==> src/design/lkv_pkg.sv <==
// ----------------------------------------------------------------------------
// lkv_pkg: shared types and constants for the LRU key-value cache
// Request/response payloads, the scan token passed along the cell row,
// the broadcast update command and the controller state encoding.
// ----------------------------------------------------------------------------
package lkv_pkg;

    localparam int KEY_BITS     = 32;
    localparam int VALUE_BITS   = 32;
    localparam int CAP_BITS     = 5;
    localparam int APB_DATA_W   = 32;
    localparam int APB_ADDR_W   = 3;
    // slot numbers and ranks in the token/command; covers up to 256 entries
    localparam int SLOT_BITS    = 8;

    localparam logic [CAP_BITS-1:0] CAP_RESET = 5'd16;

    // register index (byte address / 4)
    typedef enum logic {
        REG_CAPACITY = 1'b0,
        REG_NONE     = 1'b1
    } reg_idx_t;

    typedef enum logic {
        OP_GET = 1'b0,
        OP_SET = 1'b1
    } op_t;

    typedef logic [SLOT_BITS-1:0] slot_t;

    typedef struct packed {
        op_t                            operation;
        logic signed [KEY_BITS-1:0]     key;
        logic signed [VALUE_BITS-1:0]   value;
    } req_t;

    typedef struct packed {
        logic                           found;
        logic signed [VALUE_BITS-1:0]   read_value;
    } rsp_t;

    // search token, accumulated cell by cell
    typedef struct packed {
        logic                           active;
        logic                           hit;
        slot_t                          hit_slot;
        slot_t                          hit_rank;
        logic signed [VALUE_BITS-1:0]   hit_data;
        logic                           old_found;
        slot_t                          old_slot;
        slot_t                          old_rank;
        logic                           free_found;
        slot_t                          free_slot;
    } scan_t;

    // update command broadcast to every cell
    typedef struct packed {
        logic                           touch;
        logic                           write_data;
        slot_t                          hit_slot;
        slot_t                          hit_rank;
        logic                           insert;
        logic                           evict;
        slot_t                          victim_slot;
        slot_t                          new_slot;
        logic signed [KEY_BITS-1:0]     key;
        logic signed [VALUE_BITS-1:0]   data;
    } upd_t;

    typedef enum logic [1:0] {
        ST_IDLE   = 2'd0,
        ST_SCAN   = 2'd1,
        ST_COMMIT = 2'd2
    } state_t;

endpackage

==> src/design/lkv_cell.sv <==
// ----------------------------------------------------------------------------
// lkv_cell: one entry of the LRU cache row
// Holds valid/key/data/rank, folds itself into the passing scan token and
// applies the broadcast update command.
// ----------------------------------------------------------------------------
module lkv_cell #(
    parameter int ENTRIES = 16,
    parameter int SLOT    = 0
) (
    input  logic                                    clk,
    input  logic                                    rst_n,
    input  lkv_pkg::scan_t                          scan_in,
    output lkv_pkg::scan_t                          scan_out,
    input  logic signed [lkv_pkg::KEY_BITS-1:0]     key,
    input  lkv_pkg::upd_t                           upd
);
    import lkv_pkg::*;

    localparam int RANK_W = (ENTRIES > 1) ? $clog2(ENTRIES) : 1;
    localparam slot_t MY_SLOT = SLOT_BITS'(SLOT);

    logic                           valid_reg;
    logic [RANK_W-1:0]              rank_reg;
    logic signed [KEY_BITS-1:0]     key_reg;
    logic signed [VALUE_BITS-1:0]   data_reg;
    scan_t                          scan_reg;
    scan_t                          scan_next;
    slot_t                          rank_ext;
    logic                           victim_here;
    logic                           valid_next;
    logic [RANK_W-1:0]              rank_next;

    assign rank_ext    = SLOT_BITS'(rank_reg);
    assign victim_here = upd.insert && upd.evict && (upd.victim_slot == MY_SLOT);

    // fold this entry into the token
    always_comb
    begin
        scan_next = scan_in;
        if (valid_reg && (key_reg == key) && !scan_in.hit)
        begin
            scan_next.hit      = 1'b1;
            scan_next.hit_slot = MY_SLOT;
            scan_next.hit_rank = rank_ext;
            scan_next.hit_data = data_reg;
        end
        // ranks are distinct; ties go to the later slot
        if (valid_reg && (!scan_in.old_found || (rank_ext >= scan_in.old_rank)))
        begin
            scan_next.old_found = 1'b1;
            scan_next.old_slot  = MY_SLOT;
            scan_next.old_rank  = rank_ext;
        end
        if (!valid_reg && !scan_in.free_found)
        begin
            scan_next.free_found = 1'b1;
            scan_next.free_slot  = MY_SLOT;
        end
    end

    always_comb
    begin
        valid_next = valid_reg;
        rank_next  = rank_reg;
        if (upd.touch)
        begin
            if (upd.hit_slot == MY_SLOT)
                rank_next = '0;
            else if (valid_reg && (rank_ext < upd.hit_rank))
                rank_next = RANK_W'(rank_reg + 1'b1);
        end
        else if (upd.insert)
        begin
            if (upd.new_slot == MY_SLOT)
            begin
                valid_next = 1'b1;
                rank_next  = '0;
            end
            else if (victim_here)
                valid_next = 1'b0;
            else if (valid_reg)
                rank_next = RANK_W'(rank_reg + 1'b1);
        end
    end

    always_ff @(posedge clk or negedge rst_n)
    begin
        if (!rst_n)
        begin
            valid_reg <= 1'b0;
            rank_reg  <= '0;
            scan_reg  <= '0;
        end
        else
        begin
            valid_reg <= valid_next;
            rank_reg  <= rank_next;
            scan_reg  <= scan_next;
        end
    end

    always_ff @(posedge clk)
    begin
        if (upd.insert && (upd.new_slot == MY_SLOT))
        begin
            key_reg  <= upd.key;
            data_reg <= upd.data;
        end
        else if (upd.touch && upd.write_data && (upd.hit_slot == MY_SLOT))
            data_reg <= upd.data;
    end

    assign scan_out = scan_reg;

endmodule

==> src/design/lru_key_value_cache.sv <==
// ----------------------------------------------------------------------------
// lru_key_value_cache: fully associative key-value store, LRU replacement
// Row of ENTRIES cells searched by a token, then updated by a broadcast.
// ----------------------------------------------------------------------------
// Usage
//   request channel (request/request_valid/request_stall): one get or set.
//   response channel (response/response_valid/response_stall): one response
//   per get (found, read_value; read_value is all ones on a miss). A set
//   gives no response.
//   APB port: capacity register at byte address 0 (5 bits, reset 16).
//   Write it only while the cache is idle.
// Timing
//   A request is accepted in idle. The search token walks the cell row one
//   cell per cycle, is captured in the hold register, and the update plus
//   the response register load happen in commit. The next request is
//   accepted only after the controller returns to idle, so one request is
//   in flight at a time; the length of the cell row sets the spacing.
// Reset
//   All entries invalid, occupancy zero, capacity 16.
// Stall
//   The response register holds while response_stall is high. A get whose
//   response register is still occupied waits in commit; request_stall
//   stays high until the request commits.
// ----------------------------------------------------------------------------
module lru_key_value_cache #(
    parameter int ENTRIES = 16
) (
    input  logic                                clk,
    input  logic                                rst_n,
    // APB configuration
    input  logic                                psel,
    input  logic                                penable,
    input  logic                                pwrite,
    input  logic [lkv_pkg::APB_ADDR_W-1:0]      paddr,
    input  logic [lkv_pkg::APB_DATA_W-1:0]      pwdata,
    output logic [lkv_pkg::APB_DATA_W-1:0]      prdata,
    output logic                                pready,
    // request channel
    input  lkv_pkg::req_t                       request,
    input  logic                                request_valid,
    output logic                                request_stall,
    // response channel
    output lkv_pkg::rsp_t                       response,
    output logic                                response_valid,
    input  logic                                response_stall
);
    import lkv_pkg::*;

    localparam int OCC_W = $clog2(ENTRIES + 1);
    localparam int CMP_W = (OCC_W > CAP_BITS) ? OCC_W : CAP_BITS;

    // controller
    state_t                 state_reg;
    state_t                 state_next;
    req_t                   req_reg;
    logic                   launch_reg;
    scan_t                  hold_reg;
    logic [OCC_W-1:0]       occ_reg;
    logic [OCC_W-1:0]       occ_next;
    logic [CAP_BITS-1:0]    cap_reg;
    logic                   out_valid_reg;
    rsp_t                   out_data_reg;

    scan_t                  head_token;
    scan_t                  chain [ENTRIES+1];
    upd_t                   upd;

    logic                   accept;
    logic                   commit;
    logic                   is_get;
    logic                   out_free;
    logic                   out_load;
    logic                   cfg_write;
    reg_idx_t               reg_idx;
    logic [CMP_W-1:0]       cap_ext;
    logic [CMP_W-1:0]       eff_cap;
    logic [CMP_W-1:0]       occ_ext;
    logic                   evict;
    slot_t                  new_slot;

    // ------------------------------------------------------------------
    // APB: single capacity register, no wait states
    // ------------------------------------------------------------------
    assign pready    = 1'b1;
    assign reg_idx   = reg_idx_t'(paddr[2]);
    assign cfg_write = psel && penable && pwrite && pready;

    always_comb
    begin
        prdata = '0;
        unique case (reg_idx)
            REG_CAPACITY: prdata = APB_DATA_W'(cap_reg);
            default:      prdata = '0;
        endcase
    end

    always_ff @(posedge clk or negedge rst_n)
    begin
        if (!rst_n)
            cap_reg <= CAP_RESET;
        else if (cfg_write && (reg_idx == REG_CAPACITY))
            cap_reg <= pwdata[CAP_BITS-1:0];
    end

    // ------------------------------------------------------------------
    // Cell row: token enters at slot 0 in the cycle after accept
    // ------------------------------------------------------------------
    always_comb
    begin
        head_token        = '0;
        head_token.active = launch_reg;
    end

    assign chain[0] = head_token;

    for (genvar g = 0; g < ENTRIES; g++)
    begin : g_cell
        lkv_cell #(
            .ENTRIES (ENTRIES),
            .SLOT    (g)
        ) u_cell (
            .clk      (clk),
            .rst_n    (rst_n),
            .scan_in  (chain[g]),
            .scan_out (chain[g+1]),
            .key      (req_reg.key),
            .upd      (upd)
        );
    end

    // ------------------------------------------------------------------
    // Eviction decision. Capacity 0 acts as 1, above ENTRIES as ENTRIES.
    // ------------------------------------------------------------------
    assign cap_ext = CMP_W'(cap_reg);
    assign occ_ext = CMP_W'(occ_reg);

    always_comb
    begin
        if (cap_ext == '0)
            eff_cap = CMP_W'(1);
        else if (cap_ext > CMP_W'(ENTRIES))
            eff_cap = CMP_W'(ENTRIES);
        else
            eff_cap = cap_ext;
    end

    assign evict = (occ_ext >= eff_cap);

    // new pair goes to the lowest free slot, counting the victim as free
    always_comb
    begin
        if (evict && (!hold_reg.free_found || (hold_reg.old_slot < hold_reg.free_slot)))
            new_slot = hold_reg.old_slot;
        else
            new_slot = hold_reg.free_slot;
    end

    // ------------------------------------------------------------------
    // FSM
    // ------------------------------------------------------------------
    assign request_stall = (state_reg != ST_IDLE);
    assign accept        = request_valid && !request_stall;
    assign is_get        = (req_reg.operation == OP_GET);
    assign out_free      = !out_valid_reg || !response_stall;

    always_comb
    begin
        state_next = state_reg;
        commit     = 1'b0;
        unique case (state_reg)
            ST_IDLE:
            begin
                if (accept)
                    state_next = ST_SCAN;
            end
            ST_SCAN:
            begin
                if (chain[ENTRIES].active)
                    state_next = ST_COMMIT;
            end
            ST_COMMIT:
            begin
                // a get waits for room in the response register
                if (!is_get || out_free)
                begin
                    commit     = 1'b1;
                    state_next = ST_IDLE;
                end
            end
            default:
                state_next = ST_IDLE;
        endcase
    end

    assign out_load = commit && is_get;

    // update command to all cells
    always_comb
    begin
        upd             = '0;
        upd.touch       = commit && hold_reg.hit;
        upd.write_data  = (req_reg.operation == OP_SET);
        upd.hit_slot    = hold_reg.hit_slot;
        upd.hit_rank    = hold_reg.hit_rank;
        upd.insert      = commit && !hold_reg.hit && (req_reg.operation == OP_SET);
        upd.evict       = evict;
        upd.victim_slot = hold_reg.old_slot;
        upd.new_slot    = new_slot;
        upd.key         = req_reg.key;
        upd.data        = req_reg.value;
    end

    always_comb
    begin
        occ_next = occ_reg;
        if (upd.insert && !evict)
            occ_next = OCC_W'(occ_reg + 1'b1);
    end

    always_ff @(posedge clk or negedge rst_n)
    begin
        if (!rst_n)
        begin
            state_reg     <= ST_IDLE;
            launch_reg    <= 1'b0;
            occ_reg       <= '0;
            out_valid_reg <= 1'b0;
        end
        else
        begin
            state_reg  <= state_next;
            launch_reg <= accept;
            occ_reg    <= occ_next;
            if (out_load)
                out_valid_reg <= 1'b1;
            else if (!response_stall)
                out_valid_reg <= 1'b0;
        end
    end

    // payload registers
    always_ff @(posedge clk)
    begin
        if (accept)
            req_reg <= request;
        if ((state_reg == ST_SCAN) && chain[ENTRIES].active)
            hold_reg <= chain[ENTRIES];
        if (out_load)
        begin
            out_data_reg.found      <= hold_reg.hit;
            out_data_reg.read_value <= hold_reg.hit ? hold_reg.hit_data : '1;
        end
    end

    assign response       = out_data_reg;
    assign response_valid = out_valid_reg;

endmodule

==> config.mk <==
export PLATFORM = sky130hd
export DESIGN_NAME = lru_key_value_cache
export DESIGN_NICKNAME = d
export VERILOG_FILES = /design/src/design/lkv_pkg.sv /design/src/design/lkv_cell.sv /design/src/design/lru_key_value_cache.sv
export SDC_FILE = /design/constraint.sdc
export NUM_CORES = 2
export LEC_CHECK = 0
export BUFFER_PORTS_ARGS = -buffer_cell sky130_fd_sc_hd__buf_2
export CAP_MARGIN = 20
export CORE_ASPECT_RATIO = 0.7
export CORE_MARGIN = 5
export CORE_UTILIZATION = 45
export DETAILED_ROUTE_END_ITERATION = 8
export GPL_TIMING_DRIVEN = 0
export PLACE_DENSITY_LB_ADDON = 0.3
export REMOVE_ABC_BUFFERS = 1
export SYNTH_ARGS = -nofsm -noshare
export SYNTH_HDL_FRONTEND = slang
export SYNTH_SLANG_ARGS = --single-unit
==> constraint.sdc <==
create_clock -name clk -period 7.35 [get_ports clk]
set_input_delay 0.735 -clock clk [delete_from_list [all_inputs] [get_ports clk]]
set_output_delay 0.735 -clock clk [all_outputs]
set_load 0.005 [all_outputs]
==> metrics.csv <==
metric,value,unit
status,finished clean,
f_max,215,MHz
layout cells sized above 1,24.3,%
Hold Crit Start,request[53],
vias in the first global route,40574,
vias per std cell,5.19,
Setup crit start kind,flip-flop,
#FFs+latches synth,2112,
P&R area growth vs syn,16.0,%
total wire length,168000,um
most frequent cells after synthesis,"edfxtp_1 (1172), dfrtp_1 (939), mux2_2 (601)",
Setup Skew,0.0592,ns
Starting Density,45.1,%
worst slew pin tran,1.27,ns
Hold Path Class,input pin to flip-flop,
placed cell count,7344,
RSZ-0062 raised after global routing,false,
Crit. End Element,flip-flop,
"Top FF cell, synth",edfxtp_1,
CP cell instances,"inv_1, ha_1, a2111o_1, a311o_1, nor3_1, o21a_2, o21bai_4, buf_16",
first-pass GRT wire length,259000,um
"area leader, netlist",edfxtp_1,
grt total ovfl,0,
final hold viol count,0,
Critical Path RT,7.83,ns
worst r2r src,hold_reg[3]$_DFFE_PP_,
Post-synth EDFFs,1172,
PortBufs,117,
CTS Buf Count,194,
Sequential Power Share,54.0,%
Die Y,364,um
Post-Layout Cell Count,7719,
Mapped Area,80600,sq um
TritonRoute pass-1 iters,6,
H-tree depth,4,
final setup fails,0,
largest net degree at the start of global routing,119,
crit path max-delay cell type,a311o_1,
post-DP HPWL,114000,um
wire per inst,21.7,um
DP Worst Slack,2.90,ns
Root Driver,clkbuf_16,
maximum vdd ir drop,0.000191,V
CTS tree,built,
max_cap viols,0,
crit path buf inv count,2,
Sw Ratio,21.4,%
Ports,175,
clock latency on the worst-skew pair,0.83,ns
leading cell type by number of instances after synthesis,edfxtp_1,
Cell variety after synth,80,
# rows,130,
Largest register FFs,846,
CP Max Fanout,34,
via count,40070,
"slowest stage delay, CP",0.80,ns
Core ar.,179000,sq um
fin worst setup slack,2.70,ns
WS Path Type,flip-flop to flip-flop,
period utilization,63.3,%
Pleak,37.2,nW
r2r setup slk,2.70,ns
Combinational Power Share,3.6,%
Routed Antenna Nets,0,
initial antenna violation count,9,
mean area per synthesized cell,16.5,sq um
largest cells by area after synthesis,"edfxtp_1 (44%), dfrtp_1 (29%), mux2_2 (8.4%)",
Filler Cell Count,14121,
"Min Clock Period, post-route",4.65,ns
switching power,5.09,mW
Die W,516,um
GRT Overall Usage,18.0,%
clock power share,42.4,%
# DRC,0,
"Warnings, synthesis",0,
Clock Sinks,2112,
Post-CTS Resized,0,
critical path arrival,5.14,ns
sum of negative setup slack,0,ns
final weighted congestion in routability-driven placement,0.960,
DIE AREA,188000,sq um
Internal,18.7,mW
# nets final,5411,
post-synth top area share,43.7,%
family with the most delay on the worst path,compound AO/OA/AOI/OAI gates,
pwr/cell area,255,nW/um^2
Max clock buf depth,3,
pins over their slew limit,0,
ys async rst share,44.5,%
crit path launch,hold_reg[3]$_DFFE_PP_,
Relative slew margins,14.2,%
clk slew on worst S/H paths,0.06,ns
cell count after synthesis,4887,
DRT iter0 DRCs,3129,
sequential fraction of the synthesis area,72.8,%
==> per-stage QoR <==
step	util (%)	hold WS [ns]	area (sq um)	total power [mW]
floorplan	-	0.331	79700	13.5
global placement	46.6	0.332	83300	13.9
detailed placement	48.6	0.335	86900	14.0
CTS	52.3	0.00287	93500	24.1
global route	52.3	0.0249	93500	24.7
finish	52.3	0.0880	93500	23.8
==> kinds of logic after synthesis <==
logic type,Yosys count,share of synthesized area [%]
compound gates,324,2.94
simple gates,857,5.99
flops,2112,72.8
buf+inv,311,1.77
fa+ha+maj,133,2.06
xor+xnor,516,5.61
other cells,2,0.00931
mux,632,8.79
==> path summary, 6_finish.rpt <==
kind	endpoint	cells after the start
max	g_cell[13].u_cell.data_reg[3]$_DFFE_PP_	8
min	req_reg[53]$_DFFE_PP_	1
max reg2reg	g_cell[13].u_cell.data_reg[3]$_DFFE_PP_	8
min reg2reg	g_cell[8].u_cell.scan_out[75]$_DFF_PN0_	0
max in group asynchronous	g_cell[2].u_cell.scan_out[51]$_DFF_PN0_	7
min in group asynchronous	g_cell[15].u_cell.scan_out[51]$_DFF_PN0_	3
==> routing by layer <==
metal  track usage [%]  up-vias  part of all wire [%]
li1                  -    18232                     -
met1              28.8    20565                    50
met2              25.3     1038                    42
met3              3.61      235                   6.0
met4              4.18        0                   1.8
met5            0.0761        -                     0
==> worst register-to-register path, stage by stage (launching register included) <==
cell and delay, ns:
edfxtp_1 0.75, inv_1 0.26, ha_1 0.27, a2111o_1 0.39, a311o_1 0.80, nor3_1 0.32
o21a_2 0.80, o21bai_4 0.48, buf_16 0.26
==> final cells by class <==
type / instances / area (sq um) / share of cell area (%)
clock buffer: 271 / 5450 / 5.83
sequential: 2112 / 58700 / 62.8
antenna: 2 / 5.00 / 0.00535
tap: 2376 / 2970 / 3.18
inverter: 117 / 439 / 0.470
clock inverter: 95 / 1040 / 1.12
multi-input combinational: 2490 / 21000 / 22.5
timing repair buffer: 256 / 3840 / 4.11
==> power by group through the flow <==
stage	Sequential (mW)	Clock, mW	Combinational (mW)
6_report	12.9	10.1	0.869
4_1_cts	12.9	10.3	0.880
2_1_floorplan	13.0	0	0.504
5_1_grt	12.9	10.8	0.993
3_5_place_dp	13.1	0	0.870
3_3_place_gp	13.1	0	0.761
==> layout by cell type, fill, tap and decap left out, drive strengths merged, types with 18 or more instances in the layout <==
cell type / Yosys / final
conb: 2 / 28
clkinv: 0 / 66
dfrtp: 939 / 939
a31oi: 26 / 26
xor2: 93 / 93
and2: 59 / 59
ha: 133 / 133
mux2i: 29 / 29
or2: 83 / 83
nand2: 87 / 87
a21oi: 37 / 37
a21o: 30 / 30
inv: 117 / 127
xnor2: 423 / 423
edfxtp: 1172 / 1172
nand2b: 140 / 140
nor2b: 84 / 84
nand3: 55 / 55
clkbuf: 59 / 271
nor3: 27 / 27
o21ai: 50 / 50
o22ai: 18 / 18
nand4: 147 / 147
mux2: 603 / 603
buf: 135 / 251
nor4: 38 / 38
nor2: 112 / 112
==> what timing repair did <==
| action | 4_1_cts | 5_1_grt |
|---|---|---|
| hold buffers | 5 | 0 |
| hold endpoints to repair | 107 | 0 |
| setup buffers | 0 | 0 |
Power figures use the tool's default switching activity.
